### config.mk
export PLATFORM = sky130hd
export DESIGN_NAME = dcg_chip_regs
export DESIGN_NICKNAME = d
export VERILOG_FILES = /design/src/hw/rtl/dual_chip_glcd_controller_macros.svh /design/src/hw/rtl/dcg_pkg.sv /design/src/hw/rtl/dcg_chip_regs.sv
export SDC_FILE = /design/constraint.sdc
export NUM_CORES = 1
export LEC_CHECK = 0
export BUFFER_PORTS_ARGS = -buffer_cell sky130_fd_sc_hd__buf_2
export CORE_MARGIN = 4
export CORE_UTILIZATION = 40
export DETAILED_ROUTE_END_ITERATION = 10
export SYNTH_ARGS = -nofsm -noshare
export SYNTH_HDL_FRONTEND = slang
export SYNTH_SLANG_ARGS = --single-unit
### constraint.sdc
create_clock -name clk -period 1.4 [get_ports clk]
set_input_delay 0.07 -clock clk [delete_from_list [all_inputs] [get_ports clk]]
set_output_delay 0.07 -clock clk [all_outputs]
set_load 0.1 [all_outputs]
### src/hw/rtl/dual_chip_glcd_controller_macros.svh
// ----------------------------------------------------------------------------
// dual_chip_glcd_controller_macros.svh
// Assertion macros shared by the graphic display controller RTL.
// ----------------------------------------------------------------------------
`ifndef DUAL_CHIP_GLCD_CONTROLLER_MACROS_SVH
`define DUAL_CHIP_GLCD_CONTROLLER_MACROS_SVH

// same-cycle implication, disabled during reset
`define DCG_ASSERT_SAME(name, clk, rst_n, ante, cons, msg) \
    name: assert property (@(posedge clk) disable iff (!rst_n) (ante) |-> (cons)) \
        else $error(msg);

// next-cycle implication, disabled during reset
`define DCG_ASSERT_NEXT(name, clk, rst_n, ante, cons, msg) \
    name: assert property (@(posedge clk) disable iff (!rst_n) (ante) |=> (cons)) \
        else $error(msg);

`endif

### src/hw/rtl/dcg_pkg.sv
// ----------------------------------------------------------------------------
// dcg_pkg
// Constants, instruction codes and shared types of the graphic display
// controller.
// ----------------------------------------------------------------------------
package dcg_pkg;

    // display geometry, fixed by the controller chip
    localparam int DCG_COLUMNS = 64;
    localparam int DCG_PAGES   = 8;
    localparam int DCG_CHIPS   = 2;

    localparam int COL_W  = $clog2(DCG_COLUMNS);
    localparam int PAGE_W = $clog2(DCG_PAGES);
    localparam int LINE_W = 6;

    // instruction codes and masks
    localparam logic [7:0] INSTR_DISP_OFF  = 8'h3E;
    localparam logic [7:0] INSTR_DISP_ON   = 8'h3F;
    localparam logic [7:0] INSTR_TOP_MASK  = 8'hC0;
    localparam logic [7:0] INSTR_COL_CODE  = 8'h40;
    localparam logic [7:0] INSTR_PAGE_MASK = 8'hF8;
    localparam logic [7:0] INSTR_PAGE_CODE = 8'hB8;
    localparam logic [7:0] INSTR_LINE_CODE = 8'hC0;

    // status byte with the display-off flag set
    localparam logic [7:0] STATUS_OFF = 8'h20;
    localparam logic [7:0] STATUS_ON  = 8'h00;

    typedef enum logic [2:0] {
        INSTR_NONE,
        INSTR_DISPLAY,
        INSTR_COLUMN,
        INSTR_PAGE,
        INSTR_LINE
    } dcg_instr_t;

    // one accepted bus access, as seen by the register bank
    typedef struct packed {
        logic       fire;
        logic       rd;
        logic       chip;
        logic       data;
        logic [7:0] wdata;
    } dcg_access_t;

    // instruction decode, first match wins
    function automatic dcg_instr_t dcg_decode(input logic [7:0] b);
        dcg_instr_t res;
        priority if (b == INSTR_DISP_OFF || b == INSTR_DISP_ON)
            res = INSTR_DISPLAY;
        else if ((b & INSTR_TOP_MASK) == INSTR_COL_CODE)
            res = INSTR_COLUMN;
        else if ((b & INSTR_PAGE_MASK) == INSTR_PAGE_CODE)
            res = INSTR_PAGE;
        else if ((b & INSTR_TOP_MASK) == INSTR_LINE_CODE)
            res = INSTR_LINE;
        else
            res = INSTR_NONE;
        return res;
    endfunction

endpackage

### src/hw/rtl/dcg_chip_regs.sv
// ----------------------------------------------------------------------------
// dcg_chip_regs
// Per-chip column, page, start line, display flag and output latch, with
// instruction decode and the latch reload from display RAM.
// ----------------------------------------------------------------------------
module dcg_chip_regs
    import dcg_pkg::*;
#(
    parameter int CHIPS = DCG_CHIPS
)(
    input  logic              clk,
    input  logic              rst_n,
    input  dcg_access_t       acc,
    input  logic [7:0]        ram_rdata,
    output logic [PAGE_W-1:0] sel_page,
    output logic [COL_W-1:0]  sel_col,
    output logic [7:0]        sel_latch,
    output logic              sel_disp_on
);

    localparam int IDX_W = (CHIPS > 1) ? $clog2(CHIPS) : 1;

    logic [COL_W-1:0]  col_reg   [CHIPS];
    logic [PAGE_W-1:0] page_reg  [CHIPS];
    logic [LINE_W-1:0] line_reg  [CHIPS];
    logic              disp_reg  [CHIPS];
    logic [7:0]        latch_reg [CHIPS];
    logic              pend_reg;
    logic [IDX_W-1:0]  pend_idx_reg;

    logic [IDX_W-1:0]  acc_idx;
    dcg_instr_t        instr;

    assign acc_idx = IDX_W'(acc.chip);
    assign instr   = dcg_decode(acc.wdata);

    // selected chip view, latch forwarded from a reload still in flight
    always_comb
    begin
        sel_page    = '0;
        sel_col     = '0;
        sel_latch   = '0;
        sel_disp_on = 1'b0;
        for (int k = 0; k < CHIPS; k++)
        begin
            if (acc_idx == IDX_W'(k))
            begin
                sel_page    = page_reg[k];
                sel_col     = col_reg[k];
                sel_disp_on = disp_reg[k];
                if (pend_reg && pend_idx_reg == IDX_W'(k))
                    sel_latch = ram_rdata;
                else
                    sel_latch = latch_reg[k];
            end
        end
    end

    // register bank update
    always_ff @(posedge clk or negedge rst_n)
    begin
        if (!rst_n)
        begin
            for (int k = 0; k < CHIPS; k++)
            begin
                col_reg[k]   <= '0;
                page_reg[k]  <= '0;
                line_reg[k]  <= '0;
                disp_reg[k]  <= 1'b0;
                latch_reg[k] <= '0;
            end
            pend_reg     <= 1'b0;
            pend_idx_reg <= '0;
        end
        else
        begin
            for (int k = 0; k < CHIPS; k++)
            begin
                // latch reload from the registered RAM word, flagged by pend_reg after the data read
                if (pend_reg && pend_idx_reg == IDX_W'(k))
                    latch_reg[k] <= ram_rdata;
                if (acc.fire && acc_idx == IDX_W'(k))
                begin
                    if (acc.data)
                        col_reg[k] <= col_reg[k] + 1'b1;
                    else if (!acc.rd)
                    begin
                        unique case (instr)
                            INSTR_DISPLAY: disp_reg[k] <= acc.wdata[0];
                            INSTR_COLUMN:  col_reg[k]  <= acc.wdata[COL_W-1:0];
                            INSTR_PAGE:    page_reg[k] <= acc.wdata[PAGE_W-1:0];
                            INSTR_LINE:    line_reg[k] <= acc.wdata[LINE_W-1:0];
                            INSTR_NONE:    ;
                            default:       ;
                        endcase
                    end
                end
            end
            pend_reg     <= acc.fire && acc.rd && acc.data;
            pend_idx_reg <= acc_idx;
        end
    end

endmodule

Yosys cells after proc, flatten, opt, wreduce, memory -nomap -nowiden

Cells that the tools add are included.

Word-level logic and storage cells: 53
Bits in registers: 38
Output and inout port bits: 18
Input bits: 22

Bitwise operators: 4
Add/sub/neg operators: 2
Multiplexer cells: 14
Equal/unequal tests: 9
Reduce and logical (&&, ||, !) cells: 14

Operator list:

| cell                  | count |
|---|---|
| $mux W6               | 5 |
| $mux W8               | 3 |
| $eq A8 B6 Y1 const B  | 2 |
| $reduce_and A4 Y1     | 4 |
| $mux W3               | 5 |
| $add A6 B1 Y6 const B | 2 |
| $eq A3 B2 Y1 const B  | 2 |
| $logic_and A1 B1 Y1   | 6 |
| $reduce_and A3 Y1     | 2 |
| $eq A5 B5 Y1 const B  | 1 |
| $not A1 Y1            | 4 |
| $eq A3 B1 Y1 const B  | 1 |
| $eq A2 B1 Y1 const B  | 1 |
| $eq A2 B2 Y1 const B  | 1 |
| $ne A2 B2 Y1 const B  | 1 |
| $reduce_bool A2 Y1    | 1 |
| $logic_or A1 B1 Y1    | 1 |
| $mux W1               | 1 |

Longest topological paths before layout

Gate-level depths: netlist (run 1).

Depth in word-level cells: 9
Depth in mapped cells: 5
Depth with buffers taken out: 5

Worst setup path after synthesis (run 1)

No wires, ideal clock.

Kind: reg-to-output
From: reg pend_idx_reg
To: out sel_latch[5]
Buffers on the path: 2
Arrival time: 1,667 ps
Cell stages (with the launch flop): 6
Required time: 1,330 ps
Path slack: -337 ps
Path through: dfrtp_1 buf_2 buf_2 nor3b_1 a21oi_1 o221a_1

Cells in the longest elaborated chain, start to end: 4
Elaborated cells on any way between the ends: 6
Classes of those cells: mux: 3; bitwise: 1; reduce/logical: 2

Ends and longest elaborated chain:

| what                     | RTL line             | text |
|---|---|---|
| start: declaration       | dcg_chip_regs.sv:29  | `logic [IDX_W-1:0] pend_idx_reg;` |
| start signal: assignment | dcg_chip_regs.sv:100 | `pend_idx_reg <= acc_idx;` |
| $not A1 Y1               | dcg_chip_regs.sv:51  | `if (pend_reg && pend_idx_reg == IDX_W'(k))` |
| $logic_and A1 B1 Y1      | dcg_chip_regs.sv:51  |  |
| $mux W8                  | --                   |  |
| $mux W8 *                | dcg_chip_regs.sv:46  | `if (acc_idx == IDX_W'(k))` |
| end: declaration         | dcg_chip_regs.sv:17  | `output logic [7:0] sel_latch,` |

Every way passes the cells marked *; elsewhere a longest branch is shown, timed or not.

Worst setup path in the final report (run 1)

From: reg pend_idx_reg
To: out sel_latch[3]

The elaborated chain is that of the path after synthesis.

==> results.yml, run 1 <==
outcome:
  outcome: "finished, violations left"
  violations: "setup timing"
cts:
  cts-buffers-inserted: 5
  cts_root_buffer: "clkbuf_8"
  clock_latency_ps: 290
  cts_tree: "done"
  clk_path_buf_depth: 2
  clock_sinks: 38
  cts-htree-levels: 2
  cts.clk_slew.worst_paths_ps: 80
yosys:
  yosysUniqueCellTypes: 36
  synth_ff_type: "dfrtp_1"
  synth_nets: 247
  ys_seq_area_share_pct: 41.7
  synth_cells: 223
  synthArstFlopShare_pct: 100
  ys_ff_latch: 38
  synth-edff-count: 0
  ys_warn_count: 0
  syn_avg_cell_area_sq_um: 10.2
  netlist_area_sq_um: 2280
timing:
  max_freq_mhz: 617
  slew_viol_final: 0
  fin_worst_skew_ps: 5.24
  final.setup.tns_ps: -1650
  setup_viol: 8
  hold_violations: 0
  period_needed_ps: 1620
  slew_headroom_pct: 67.8
  period_share_pct: 116
  tightest_slew_ps: 486
  rsz0062_at_grt: "true"
  worst_slack_ps: -220
global_route:
  grt_max_degree: 39
  grt_pass1_vias: 1874
  grtUsageTotal_pct: 16.0
  grt_pass1_wl_mm: 9.11
  grt_overflow_total: 0
  antenna_found_initial: 0
final_layout:
  largest_register_ffs: 16
  syn_to_final_growth_pct: 31.2
  fin_nets: 301
  layout-drive-gt1-share_pct: 41.0
  insertedDiodeCount: 0
hold_path:
  hold_path.class: "in2reg"
placement:
  dp_slack_ps: 17.0
  gp_congestion: 0.808
  io_buffer_count: 39
  hpwl_mm: 3.80
detailed_routing:
  vias: 1881
  drtIter0Drc: 110
  vias_per_cell: 5.37
  dr.pass1.iters: 4
  wl_per_cell_microns: 15.1
  wirelength_mm: 5.27
  antenna_left: 0
  drc: 0
flow_run:
  cap_violations: 0
setup_path:
  max_stage_delay_ps: 450
  rrSetupSlack_ps: 20
  worst-path-buf-inv: 1
  path_class: "reg2out"
  slowest_stage: "dfrtp_2"
  crit_chain: "xnor2_2, nand2_4, o221a_2, buf_12"
  end_kind: "primary output"
  crit_fanout: 8
  start_kind: "flop"
  cp_data_required_time_ps: 1330
  cp_top_family: "flip-flops"
  arrival_ps: 1550
floorplanning:
  ios: 40
  die_y_microns: 83.5
  rows: 27
  die_w_microns: 83.5
  start_util_pct: 41.4
  fp.dieArea_sq_um: 6980
  coreArea_sq_um: 5510
power_and_ir_drop:
  leakage_nw: 1.40
  p_per_area_nw_per_um2: 1360
  peakVddDrop_uv: 805
## per-stage QoR
stage / cell area [sq um] / util [%] / power [mW] / hold slack [ps] / std cells
after global routing: 3000 / 54.4 / 4.26 / 13.8 / 350
final: 3000 / 54.4 / 4.07 / 20.5 / 350
after CTS: 2920 / 52.9 / 4.06 / 9.89 / 347
after detailed placement: 2750 / 49.9 / 2.89 / 54.2 / 338
after floorplan: 2280 / - / 2.44 / -226 / 223
after global placement: 2750 / 49.9 / 2.87 / 52.7 / 338
## placed cells by master (no fill, tap or decap), types with 6 or more instances in the layout
| master | count |
|---|---|
| a21oi_1 | 22 |
| nand2_1 | 6 |
| buf_12 | 10 |
| nor3b_1 | 6 |
| and3_1 | 7 |
| o22ai_1 | 8 |
| inv_1 | 11 |
| mux2_2 | 23 |
| buf_2 | 27 |
| mux2_1 | 10 |
| o221a_2 | 8 |
| nor2_1 | 17 |
| buf_4 | 17 |
| dfrtp_1 | 37 |
| nand3_1 | 7 |
## layout make-up
type	instances	area, sq um
fill	494	2510
multi-input combinational	161	1240
sequential	38	952
timing repair buffer	60	529
tap	72	90.1
clock buffer	5	68.8
clock inverter	3	68.8
inverter	11	41.3
## path summary, 6_finish.rpt
check | from | to | cells after the start
setup / recovery | pend_idx_reg | sel_latch[3] | 4
hold / removal | ram_rdata[6] | latch_reg[14] | 2
setup reg to reg | pend_idx_reg | latch_reg[11] | 4
hold reg to reg | page_reg[1] | page_reg[1] | 1
max in group asynchronous | rst_n | pend_idx_reg | 3
min in group asynchronous | rst_n | latch_reg[14] | 3
## repair_timing
action / 4_1_cts / 5_1_grt
buffers inserted: 0 / 2
pin swaps: 0 / 2
cloned: 0 / 1
endpoints found under the setup margin: 13 / 14
endpoints found under the hold margin: 38 / 0
hold buffers: 1 / 0
gates resized for setup: 8 / 15
## where the power goes
group / internal (mW) / switching, mW
combinational: 0.618 / 0.945
clock: 0.714 / 0.414
sequential: 1.25 / 0.128
## cells by family after synthesis
family          Yosys count  synth area share (%)
mux                      37                  18.1
simple gates             66                  16.4
compound gates           55                  16.9
buf+inv                  24                  5.43
xor+xnor                  1                 0.384
fa+ha+maj                 2                  1.10
flops                    38                  41.7
## per-layer routing
metal / routed length, microns / up-vias / global-route usage [%]
li1: - / 932 / -
met1: 2510 / 919 / 21.8
met2: 2550 / 26 / 25.3
met3: 151 / 4 / 3.55
met4: 59 / 0 / 5.26
met5: 0 / - / 0
## synthesized netlist by cell type (4+ instances only)
library cell / count / area share, %
a21oi_1: 22 / 4.8
nor3b_1: 8 / 2.6
inv_1: 11 / 1.8
and3_1: 7 / 1.9
o221a_1: 4 / 2.0
nor3_1: 5 / 1.1
nand2_1: 7 / 1.2
o21ai_1: 4 / 0.88
dfrtp_1: 38 / 42
o221a_2: 7 / 3.5
nor2_1: 17 / 2.8
buf_2: 9 / 2.0
mux2_1: 10 / 4.9
nand3_1: 7 / 1.5
o22ai_1: 8 / 2.2
mux2_2: 24 / 12
(Power assumes the default switching activity.)
==> run 2, diff against run 1 <==
--- a/config.mk
+++ b/config.mk
@@ -11,2 +11,3 @@
 export DETAILED_ROUTE_END_ITERATION = 10
+export PLACE_DENSITY = 0.57
 export SYNTH_ARGS = -nofsm -noshare
--- a/constraint.sdc
+++ b/constraint.sdc
@@ -3,2 +3,2 @@
 set_output_delay 0.07 -clock clk [all_outputs]
-set_load 0.1 [all_outputs]
+set_load 0.01 [all_outputs]
==> run 2 against run 1 <==
Critical path type unchanged; sequential share of layout area increased by 2.1 points; critical path depth unchanged; global-route usage increased by 0.27 points; setup slack improved by 110 ps; clock skew decreased by 2.9 ps; combinational power decreased by 47%; via count decreased by 1.1%; largest power group is now sequential cells; cell count decreased by 2.0%; largest cell class unchanged; the flow still finishes with violations (setup timing); core utilization decreased by 3.3 points; final area decreased by 6.1%; register-to-register slack about the same.
==> results.yml, run 2 (synthesized netlist as in run 1, its figures left out) <==
floorplanning:
  start_util_pct: 41.4
  die_w_microns: 83.5
  coreArea_sq_um: 5510
  die_y_microns: 83.5
  ios: 40
  fp.dieArea_sq_um: 6980
  rows: 27
setup_path:
  crit_fanout: 8
  r2r_cells: 3
  cp-startpoint: "pend_idx_reg"
  end_kind: "primary output"
  start_kind: "flop"
  cp-endpoint: "sel_latch[0]"
  path_class: "reg2out"
  cp_data_required_time_ps: 1330
  r2r-end: "latch_reg[1]"
  r2r-start: "pend_idx_reg"
  rrSetupSlack_ps: 20
  arrival_ps: 1440
final_layout:
  nFillCells: 518
  layout-drive-gt1-share_pct: 39.1
  fin_nets: 295
  syn_to_final_growth_pct: 23.2
  layout_common_cells: "dfrtp_1, buf_2, mux2_2"
  layout_commonest_cell: "dfrtp_1"
  insertedDiodeCount: 0
  largest_register_ffs: 16
placement:
  io_buffer_count: 39
  gp_congestion: 0.854
  dp_slack_ps: 71.2
  hpwl_mm: 3.78
hold_path:
  hold_path.class: "in2reg"
global_route:
  grt_pass1_vias: 1870
  grt_pass1_wl_mm: 9.27
  antenna_found_initial: 0
  grt_max_degree: 26
  grtUsageTotal_pct: 16.3
  grt_overflow_total: 0
detailed_routing:
  vias_per_cell: 5.43
  routed.top_layer: "met4"
  wl_met2_mm: 2.54
  wirelength_mm: 5.36
  drtIter0Drc: 117
  wl_met3_microns: 178
  drc: 0
  wl_per_cell_microns: 15.6
  dr.pass1.iters: 4
  antenna_left: 0
  vias: 1861
  drt-met1-wl_mm: 2.56
cts:
  cts.clk_slew.worst_paths_ps: 70
  cts_tree: "done"
  clock_latency_ps: 290
  clk_path_buf_depth: 2
  clock_sinks: 38
  cts-htree-levels: 2
  cts_root_buffer: "clkbuf_8"
  cts-buffers-inserted: 5
timing:
  tightest_slew_ps: 400
  hold_slack_ps: 34.3
  max_freq_mhz: 663
  rsz0062_at_grt: "true"
  setup_viol: 8
  slew_viol_final: 0
  fin_worst_skew_ps: 2.31
  period_needed_ps: 1510
  hold_violations: 0
  final.setup.tns_ps: -810
  period_share_pct: 108
  slew_headroom_pct: 73.3
  worst_slack_ps: -108
outcome:
  outcome: "finished, violations left"
  violations: "setup timing"
power_and_ir_drop:
  p_per_area_nw_per_um2: 1120
  leakage_nw: 1.32
  totalPowerFinal_mw: 3.15
  peakVddDrop_uv: 486
flow_run:
  cap_violations: 0
run 2: critical path: stages (launching register included):
cell and delay [ps]:
dfrtp_2 440, xnor2_2 180, nand2_4 110, o221a_2 290
buf_6 120
run 2: area by class of cell:
cell class | count | area, sq um | area share (%)
Multi-Input combinational cell | 161 | 1250 | 44.4
Sequential cell | 38 | 952 | 33.9
Timing Repair Buffer | 54 | 368 | 13.1
Tap cell | 72 | 90.1 | 3.20
Clock buffer | 6 | 82.6 | 2.94
Inverter | 11 | 41.3 | 1.47
Clock inverter | 1 | 30.0 | 1.07
run 2: how the worst min path moves through the flow:
| stage | startpoint | cells after the start | to |
|---|---|---|---|
| floorplan | rst_n | 0 | col_reg[0] |
| global placement | rst_n | 1 | col_reg[3] |
| global route | ram_rdata[2] | 2 | latch_reg[10] |
| CTS | ram_rdata[2] | 2 | latch_reg[10] |
| finish | ram_rdata[2] | 2 | latch_reg[10] |
| detailed placement | rst_n | 1 | col_reg[3] |
run 2: power breakdown:
group / switching, mW / internal, mW / total, mW / leakage [nW]
Sequential: 0.126 / 1.25 / 1.38 / 0.482
Clock: 0.383 / 0.570 / 0.953 / 0.0573
Combinational: 0.372 / 0.450 / 0.821 / 0.785
Total: 0.880 / 2.27 / 3.15 / 1.32
run 2: repair_timing:
action                                  CTS  global route
buffers inserted                          1             0
gates resized for setup                   7            10
hold buffers                              1             0
endpoints found under the hold margin    15             0
pin swaps                                 3             0
endpoints found under the setup margin    8            16
run 2: through the flow:
step,util (%),std cells,area (sq um)
after detailed placement,47.1,334,2590
after global placement,47.1,334,2590
after global routing,51.1,343,2810
final,51.1,343,2810
after floorplan,-,223,2280
after CTS,50.2,343,2770
run 2: per-layer routing:
metal / GRT usage [%] / up-vias
li1: - / 920
met1: 22.2 / 907
met2: 25.1 / 26
met3: 4.94 / 8
met4: 4.39 / 0
met5: 0 / -
